==> config.mk <==
export PLATFORM = sky130hd
export DESIGN_NAME = command_retry_queue_core
export DESIGN_NICKNAME = d
export VERILOG_FILES = /design/src/hw/rtl/crq_pkg.sv /design/src/hw/rtl/crq_cmp.sv /design/src/hw/rtl/crq_seq.sv /design/src/hw/rtl/command_retry_queue_core.sv
export SDC_FILE = /design/constraint.sdc
export NUM_CORES = 2
export LEC_CHECK = 0
export BUFFER_PORTS_ARGS = -buffer_cell sky130_fd_sc_hd__buf_2
export CAP_MARGIN = 15
export CORE_MARGIN = 5
export CORE_UTILIZATION = 50
export DETAILED_ROUTE_END_ITERATION = 10
export GPL_TIMING_DRIVEN = 0
export HOLD_SLACK_MARGIN = 0.12
export MAX_ROUTING_LAYER = met4
export PLACE_DENSITY_LB_ADDON = 0.08
export SYNTH_ARGS = -nofsm -noshare
export SYNTH_HDL_FRONTEND = slang
export SYNTH_SLANG_ARGS = --single-unit
==> constraint.sdc <==
create_clock -name i_clk -period 23.8 [get_ports i_clk]
set_clock_uncertainty 0.05 [all_clocks]
set_input_delay 1.19 -clock i_clk [delete_from_list [all_inputs] [get_ports i_clk]]
set_output_delay 1.19 -clock i_clk [all_outputs]
set_load 0.01 [all_outputs]
==> src/hw/rtl/crq_pkg.sv <==
`timescale 1ns / 1ps

package crq_pkg;

    localparam int DEF_QUEUE_DEPTH = 16;
    localparam int DEF_PARAM_BYTES = 8;

    localparam int DEV_W      = 48;
    localparam int CODE_W     = 8;
    localparam int PRM_MAX_W  = 64;
    localparam int BUD_W      = 8;

    typedef enum logic [2:0] {
        ST_ADDED  = 3'd0,
        ST_DUP    = 3'd1,
        ST_FULL   = 3'd2,
        ST_DONE   = 3'd3,
        ST_RETRY  = 3'd4,
        ST_FAILED = 3'd5
    } t_status;

    typedef struct packed {
        logic                 mode;
        logic [DEV_W-1:0]     device_addr;
        logic [CODE_W-1:0]    command_code;
        logic [PRM_MAX_W-1:0] command_params;
        logic [BUD_W-1:0]     retry_budget;
        logic                 success;
    } t_in_item;

    typedef struct packed {
        t_status              status;
        logic                 head_valid;
        logic [DEV_W-1:0]     head_device;
        logic [CODE_W-1:0]    head_command;
        logic [PRM_MAX_W-1:0] head_params;
    } t_out_item;

    typedef struct packed {
        logic dev_eq;
        logic tag_eq;
        logic budget_last;
    } t_cmp_res;

endpackage

==> src/hw/rtl/crq_cmp.sv <==
`timescale 1ns / 1ps

module crq_cmp
    import crq_pkg::*;
#(
    parameter int PRM_W = 8 * DEF_PARAM_BYTES
) (
    input  logic [DEV_W-1:0]  i_ent_dev,
    input  logic [CODE_W-1:0] i_ent_code,
    input  logic [PRM_W-1:0]  i_ent_prm,
    input  logic [BUD_W-1:0]  i_ent_bud,
    input  logic [DEV_W-1:0]  i_key_dev,
    input  logic [CODE_W-1:0] i_key_code,
    input  logic [PRM_W-1:0]  i_key_prm,
    output t_cmp_res          o_res,
    output logic [BUD_W-1:0]  o_bud_dec
);

    always_comb begin
        o_res.dev_eq      = (i_ent_dev == i_key_dev);
        o_res.tag_eq      = (i_ent_code == i_key_code) && (i_ent_prm == i_key_prm);
        o_res.budget_last = (i_ent_bud <= BUD_W'(1));
        o_bud_dec         = i_ent_bud - BUD_W'(1);
    end

endmodule

==> src/hw/rtl/crq_seq.sv <==
`timescale 1ns / 1ps

module crq_seq
    import crq_pkg::*;
#(
    parameter int QUEUE_DEPTH = DEF_QUEUE_DEPTH,
    parameter int PARAM_BYTES = DEF_PARAM_BYTES
) (
    input  logic      i_clk,
    input  logic      i_rst_n,
    input  logic      i_start,
    input  t_in_item  i_item,
    output logic      o_idle,
    output logic      o_res_valid,
    input  logic      i_res_ready,
    output t_out_item o_res
);

    localparam int IDX_W   = (QUEUE_DEPTH > 1) ? $clog2(QUEUE_DEPTH) : 1;
    localparam int CNT_W   = $clog2(QUEUE_DEPTH + 1);
    localparam int PRM_W   = 8 * PARAM_BYTES;
    localparam int ENTRY_W = DEV_W + CODE_W + PRM_W + BUD_W;

    typedef enum logic [5:0] {
        S_IDLE    = 6'b000001,
        S_SCAN    = 6'b000010,
        S_CPL_RD  = 6'b000100,
        S_CPL     = 6'b001000,
        S_HEAD_RD = 6'b010000,
        S_OUT     = 6'b100000
    } t_state;

    t_state              r_state, n_state;
    logic [IDX_W-1:0]    r_head, n_head;
    logic [CNT_W-1:0]    r_count, n_count;
    logic [CNT_W-1:0]    r_off, n_off;
    logic                r_pend, n_pend;
    logic                r_dup, n_dup;
    t_status             r_status, n_status;
    logic [DEV_W-1:0]    r_key_dev, n_key_dev;
    logic [CODE_W-1:0]   r_key_code, n_key_code;
    logic [PRM_W-1:0]    r_key_prm, n_key_prm;
    logic [BUD_W-1:0]    r_key_bud, n_key_bud;
    logic                r_key_ok, n_key_ok;

    logic [ENTRY_W-1:0]  r_mem [QUEUE_DEPTH];
    logic [ENTRY_W-1:0]  r_rdata;
    logic [IDX_W-1:0]    raddr;
    logic [IDX_W-1:0]    waddr;
    logic [ENTRY_W-1:0]  wdata;
    logic                we;

    logic [DEV_W-1:0]    rd_dev;
    logic [CODE_W-1:0]   rd_code;
    logic [PRM_W-1:0]    rd_prm;
    logic [BUD_W-1:0]    rd_bud;
    logic [BUD_W-1:0]    bud_dec;
    t_cmp_res            cmp;
    logic                issue;
    logic                full;

    function automatic logic [IDX_W-1:0] slot(input logic [IDX_W-1:0] base,
                                              input logic [CNT_W-1:0] off);
        logic [CNT_W:0] sum;
        sum = (CNT_W+1)'(base) + (CNT_W+1)'(off);
        if (sum >= (CNT_W+1)'(QUEUE_DEPTH)) begin
            sum = sum - (CNT_W+1)'(QUEUE_DEPTH);
        end
        return sum[IDX_W-1:0];
    endfunction

    assign rd_dev  = r_rdata[ENTRY_W-1 -: DEV_W];
    assign rd_code = r_rdata[PRM_W+BUD_W+CODE_W-1 -: CODE_W];
    assign rd_prm  = r_rdata[PRM_W+BUD_W-1 -: PRM_W];
    assign rd_bud  = r_rdata[BUD_W-1:0];

    crq_cmp #(
        .PRM_W (PRM_W)
    ) u_cmp (
        .i_ent_dev  (rd_dev),
        .i_ent_code (rd_code),
        .i_ent_prm  (rd_prm),
        .i_ent_bud  (rd_bud),
        .i_key_dev  (r_key_dev),
        .i_key_code (r_key_code),
        .i_key_prm  (r_key_prm),
        .o_res      (cmp),
        .o_bud_dec  (bud_dec)
    );

    assign raddr = (r_state == S_SCAN) ? slot(r_head, r_off) : r_head;
    assign issue = (r_off != r_count);
    assign full  = (r_count == CNT_W'(QUEUE_DEPTH));

    always_ff @(posedge i_clk) begin
        if (we) begin
            r_mem[waddr] <= wdata;
        end
        r_rdata <= r_mem[raddr];
    end

    always_comb begin
        n_state    = r_state;
        n_head     = r_head;
        n_count    = r_count;
        n_off      = r_off;
        n_pend     = r_pend;
        n_dup      = r_dup;
        n_status   = r_status;
        n_key_dev  = r_key_dev;
        n_key_code = r_key_code;
        n_key_prm  = r_key_prm;
        n_key_bud  = r_key_bud;
        n_key_ok   = r_key_ok;
        we         = 1'b0;
        waddr      = r_head;
        wdata      = {r_key_dev, r_key_code, r_key_prm, r_key_bud};
        o_res_valid = 1'b0;

        unique case (r_state)
            S_IDLE: begin
                if (i_start) begin
                    n_key_dev  = i_item.device_addr;
                    n_key_code = i_item.command_code;
                    n_key_prm  = i_item.command_params[PRM_W-1:0];
                    n_key_bud  = i_item.retry_budget;
                    n_key_ok   = i_item.success;
                    n_off      = '0;
                    n_pend     = 1'b0;
                    n_dup      = 1'b0;
                    if (i_item.mode) begin
                        if (r_count == '0) begin
                            n_status = ST_DONE;
                            n_state  = S_HEAD_RD;
                        end else begin
                            n_state  = S_CPL_RD;
                        end
                    end else begin
                        n_state = S_SCAN;
                    end
                end
            end
            S_SCAN: begin
                if (issue) begin
                    n_off = r_off + CNT_W'(1);
                end
                n_pend = issue;
                if (r_pend && cmp.dev_eq) begin
                    n_dup = cmp.tag_eq;
                end
                if (!issue && !r_pend) begin
                    if (r_dup) begin
                        n_status = ST_DUP;
                    end else if (full) begin
                        n_status = ST_FULL;
                    end else begin
                        we       = 1'b1;
                        waddr    = slot(r_head, r_count);
                        n_count  = r_count + CNT_W'(1);
                        n_status = ST_ADDED;
                    end
                    n_state = S_HEAD_RD;
                end
            end
            S_CPL_RD: begin
                n_state = S_CPL;
            end
            S_CPL: begin
                if (r_key_ok || cmp.budget_last) begin
                    n_head   = slot(r_head, CNT_W'(1));
                    n_count  = r_count - CNT_W'(1);
                    n_status = r_key_ok ? ST_DONE : ST_FAILED;
                end else begin
                    we    = 1'b1;
                    wdata = {rd_dev, rd_code, rd_prm, bud_dec};
                    if (r_count != CNT_W'(1)) begin
                        waddr  = slot(r_head, r_count);
                        n_head = slot(r_head, CNT_W'(1));
                    end
                    n_status = ST_RETRY;
                end
                n_state = S_HEAD_RD;
            end
            S_HEAD_RD: begin
                n_state = S_OUT;
            end
            S_OUT: begin
                o_res_valid = 1'b1;
                if (i_res_ready) begin
                    n_state = S_IDLE;
                end
            end
            default: begin
                n_state = S_IDLE;
            end
        endcase
    end

    always_ff @(posedge i_clk) begin
        if (!i_rst_n) begin
            r_state  <= S_IDLE;
            r_head   <= '0;
            r_count  <= '0;
            r_off    <= '0;
            r_pend   <= 1'b0;
            r_dup    <= 1'b0;
            r_status <= ST_DONE;
        end else begin
            r_state  <= n_state;
            r_head   <= n_head;
            r_count  <= n_count;
            r_off    <= n_off;
            r_pend   <= n_pend;
            r_dup    <= n_dup;
            r_status <= n_status;
        end
    end

    always_ff @(posedge i_clk) begin
        r_key_dev  <= n_key_dev;
        r_key_code <= n_key_code;
        r_key_prm  <= n_key_prm;
        r_key_bud  <= n_key_bud;
        r_key_ok   <= n_key_ok;
    end

    assign o_idle = (r_state == S_IDLE);

    always_comb begin
        o_res.status       = r_status;
        o_res.head_valid   = (r_count != '0);
        o_res.head_device  = '0;
        o_res.head_command = '0;
        o_res.head_params  = '0;
        if (r_count != '0) begin
            o_res.head_device  = rd_dev;
            o_res.head_command = rd_code;
            o_res.head_params  = PRM_MAX_W'(rd_prm);
        end
    end

endmodule

==> src/hw/rtl/command_retry_queue_core.sv <==
`timescale 1ns / 1ps

// Channel   Valid        Ready        Payload
// input     i_in_valid   o_in_ready   i_in_item  (t_in_item)
// output    o_out_valid  i_out_ready  o_out_item (t_out_item)
//
// An enqueue scans the queue for a duplicate, reading one queue entry per cycle, and then
// reads the head entry; its result reaches o_out_valid through the output register.
// A completion reads and updates the head entry (not on an empty queue), then reads the head.
// Reset empties the queue at once; entry storage needs no clearing.
// A new item is accepted while the previous result waits in the output register;
// the next result waits in the sequencer until that register frees.

module command_retry_queue_core
    import crq_pkg::*;
#(
    parameter int QUEUE_DEPTH = DEF_QUEUE_DEPTH,
    parameter int PARAM_BYTES = DEF_PARAM_BYTES
) (
    input  logic      i_clk,
    input  logic      i_rst_n,
    input  logic      i_in_valid,
    output logic      o_in_ready,
    input  t_in_item  i_in_item,
    output logic      o_out_valid,
    input  logic      i_out_ready,
    output t_out_item o_out_item
);

    logic      idle;
    logic      res_valid;
    logic      res_ready;
    t_out_item res;
    logic      r_out_valid, n_out_valid;
    t_out_item r_out_item, n_out_item;

    crq_seq #(
        .QUEUE_DEPTH (QUEUE_DEPTH),
        .PARAM_BYTES (PARAM_BYTES)
    ) u_seq (
        .i_clk       (i_clk),
        .i_rst_n     (i_rst_n),
        .i_start     (i_in_valid && idle),
        .i_item      (i_in_item),
        .o_idle      (idle),
        .o_res_valid (res_valid),
        .i_res_ready (res_ready),
        .o_res       (res)
    );

    assign o_in_ready = idle;
    assign res_ready  = !r_out_valid || i_out_ready;

    always_comb begin
        n_out_valid = r_out_valid;
        n_out_item  = r_out_item;
        if (res_valid && res_ready) begin
            n_out_valid = 1'b1;
            n_out_item  = res;
        end else if (i_out_ready) begin
            n_out_valid = 1'b0;
        end
    end

    always_ff @(posedge i_clk) begin
        if (!i_rst_n) begin
            r_out_valid <= 1'b0;
        end else begin
            r_out_valid <= n_out_valid;
        end
    end

    always_ff @(posedge i_clk) begin
        r_out_item <= n_out_item;
    end

    assign o_out_valid = r_out_valid;
    assign o_out_item  = r_out_item;

endmodule

==> metrics.yaml <==
outcome: "complete, no violations"
maxCapViolCount: 0
place_ws_ps: 18830
p_leak_nw: 36.87
synth_area_um2: 96730
synthXorXnorAreaFrac: 0.01240
die_area_um2: 202400
grt_overflow_total: 0
rsz0062_at_grt: "false"
drc: 0
vias: 63840
crit_path_end_kind: "flip-flop"
htreeDepth: 5
ys_top_cells_by_count: "2301 x edfxtp_1, 733 x nand2_1, 405 x clkbuf_1, 247 x o21ai_0, 241 x nand3_1"
fin_tns_setup_ps: 0
critPathMaxFanout: 10
critical_path_class: "reg2reg"
finalMaxSlewViolations: 0
start_util: 0.5023
num_rows: 161
numCtsBuffers: 278
synth_edf_count: 2301
grtUsageTotal: 0.3163
synth_top_family_by_area: "compound AO/OA/AOI/OAI gates"
vias_per_cell: 6.386
max_slew.worst_pin.slew_ps: 1325
holdCritPathClass: "in2reg"
finalHoldWorstSlack_ps: 387.2
grt_max_degree: 79
grt_pass1_vias: 61050
wl_per_cell_um: 31.85
synth_compound_area_frac: 0.1087
yosys.area_share.simple: 0.09314
dr.pass1.iters: 6
yosys_warnings: 0
clkSinkCount: 2455
fmax_mhz: 193.8
clock_latency_ps: 930
dpl.hpwl_um: 218600
yosys-top-cells-area: "edfxtp_1 71%, dfxtp_1 3.2%, nand2_1 2.8%"
setup_ws_ps: 18640
path_clk_slew_ps: 60
synth_cell_types: 68
antenna_found_initial: 25
coreArea_um2: 192600
ios: 260
arrival_ps: 5880
hold_viol: 0
die_w_um: 449.9
grt_pass1_wl_um: 449400
cts_tree: "built"
post-cts-setup-buffers: 0
port_buffers: 259
required_ps: 24520
slew_headroom: 0.1167
powerDensity_nw_per_um2: 83.70
fin_crit_sh: 0.2168
drt-total-wl_um: 318400
cts_hold_buf: 0
place_congestion: 0.8913
postRouteAntennaNets: 0
cts_resized: 0
start_kind: "flip-flop"
synthMuxAreaShare: 0.01418
synth_seq_cells: 2455
async_flop_share: 0
yosysMostFrequentCell: "edfxtp_1"
period_needed_ps: 5160
die-height_um: 449.9
ir_drop_v: 0.00008229
setup_violations: 0
synth_fa_ha_area_frac: 0.002225
cts-root-buf: "clkbuf_16"
drt-initial-drc-count: 9011
ys.flop_type: "edfxtp_1"
cts_buffer_depth: 4
drive_above_1_share: 0.1299
layout.nets: 7385
synthCells: 6571
syn_area_per_cell_um2: 14.72
synth_fp_nets: 6721
yosysTopAreaCellShare: 0.7143
ys_seq_area_frac: 0.7462
yosysTopAreaCell: "edfxtp_1"
syn2layout_area_growth_pct: 16.16
[where the power goes]
part           internal, mW  leakage [nW]  switching (mW)
Clock                  2.43          4.24            1.67
Sequential             4.84          21.9          0.0527
Combinational        0.0914          10.7           0.320
Total                  7.36          36.9            2.05
[sequential cells by signal, summed over array words and instances, names as in the netlist]
| register | flops |
|---|---|
| u_seq.r_mem | 2048 |
| u_seq.r_rdata | 128 |
| o_out_item | 124 |
| u_seq.r_key_prm | 64 |
| u_seq.r_key_dev | 48 |
| u_seq.r_key_bud | 8 |
| u_seq.r_key_code | 8 |
| u_seq.r_state | 6 |
| u_seq.r_count | 5 |
| u_seq.r_off | 5 |
| u_seq.r_head | 4 |
| u_seq.r_status | 3 |
| o_out_valid | 1 |
| u_seq.r_dup | 1 |
| u_seq.r_key_ok | 1 |
| u_seq.r_pend | 1 |
[cells by family after synthesis]
family          after synthesis
compound gates             1420
mux                         113
flops                      2455
simple gates               1870
xor+xnor                    137
buf+inv                     560
fa+ha+maj                    16
[area by class of cell]
| class | count | area [µm²] |
|---|---|---|
| antenna | 35 | 87.58 |
| tap | 2526 | 3161 |
| sequential | 2455 | 72180 |
| timing repair buffer | 384 | 3595 |
| multi-input combinational | 3556 | 22460 |
| fill | 14970 | 80220 |
| buffer | 532 | 2161 |
| clock inverter | 93 | 767.0 |
| inverter | 28 | 112.6 |
| clock buffer | 388 | 7841 |
[worst max-delay path, stage by stage (launching register included)]
cell and delay [ps]:
dfxtp_1 540, inv_1 280, fa_1 510, xnor2_1 860
nor3_1 220, a211oi_2 590, buf_2 860, clkbuf_1 510
o32ai_1 210, a311o_1 390
[final timing paths]
kind,slack [ps],end,cells after the start,from
hold / removal,390,u_seq.r_key_dev[23],1,i_in_item[104]
setup reg to reg,18640,u_seq.r_rdata[125],9,u_seq.r_head[1]
hold reg to reg,490,u_seq.r_off[4],2,u_seq.r_off[4]
setup / recovery,18640,u_seq.r_rdata[125],9,u_seq.r_head[1]
[layout by cell type (no fill, tap or decap), drive strengths merged, types with 13 or more instances in the layout]
master     n
edfxtp  2301
clkbuf   793
nand2    735
buf      511
o21ai    250
nand3    242
nor3     234
a211oi   234
and3     231
nor2     165
dfxtp    154
a31oi    148
a22oi    133
a311oi   132
a21oi    124
nor2b    119
a32o     112
o32ai    112
a311o    112
clkinv    74
xor2      70
xnor2     67
mux2i     65
or4       61
diode     35
mux2      32
inv       32
a32oi     31
nor4      30
nand4     22
mux4      16
ha        14
and2      13
bufinv    13
[through the flow]
stage                     area [µm²]  utilization  total power, mW  std cells
after detailed placement      103700       0.5383            5.381       9481
after CTS                     112300       0.5830            9.436       9962
after global placement        101200       0.5254            5.373       9356
final                         112400       0.5835            9.405       9997
after floorplan                96730            -            5.150       6571
after global routing          112300       0.5833            9.638       9981
[metal layers]
layer	wire (µm)	share of wire	up-vias	track usage
met5	0	0	-	-
met4	14070	0.044	0	0.1244
met3	29660	0.093	606	0.06529
met2	144000	0.45	3415	0.4646
met1	130700	0.41	32480	0.4369
li1	-	-	27340	-
Note: power is estimated with default switching activity, not from simulation.
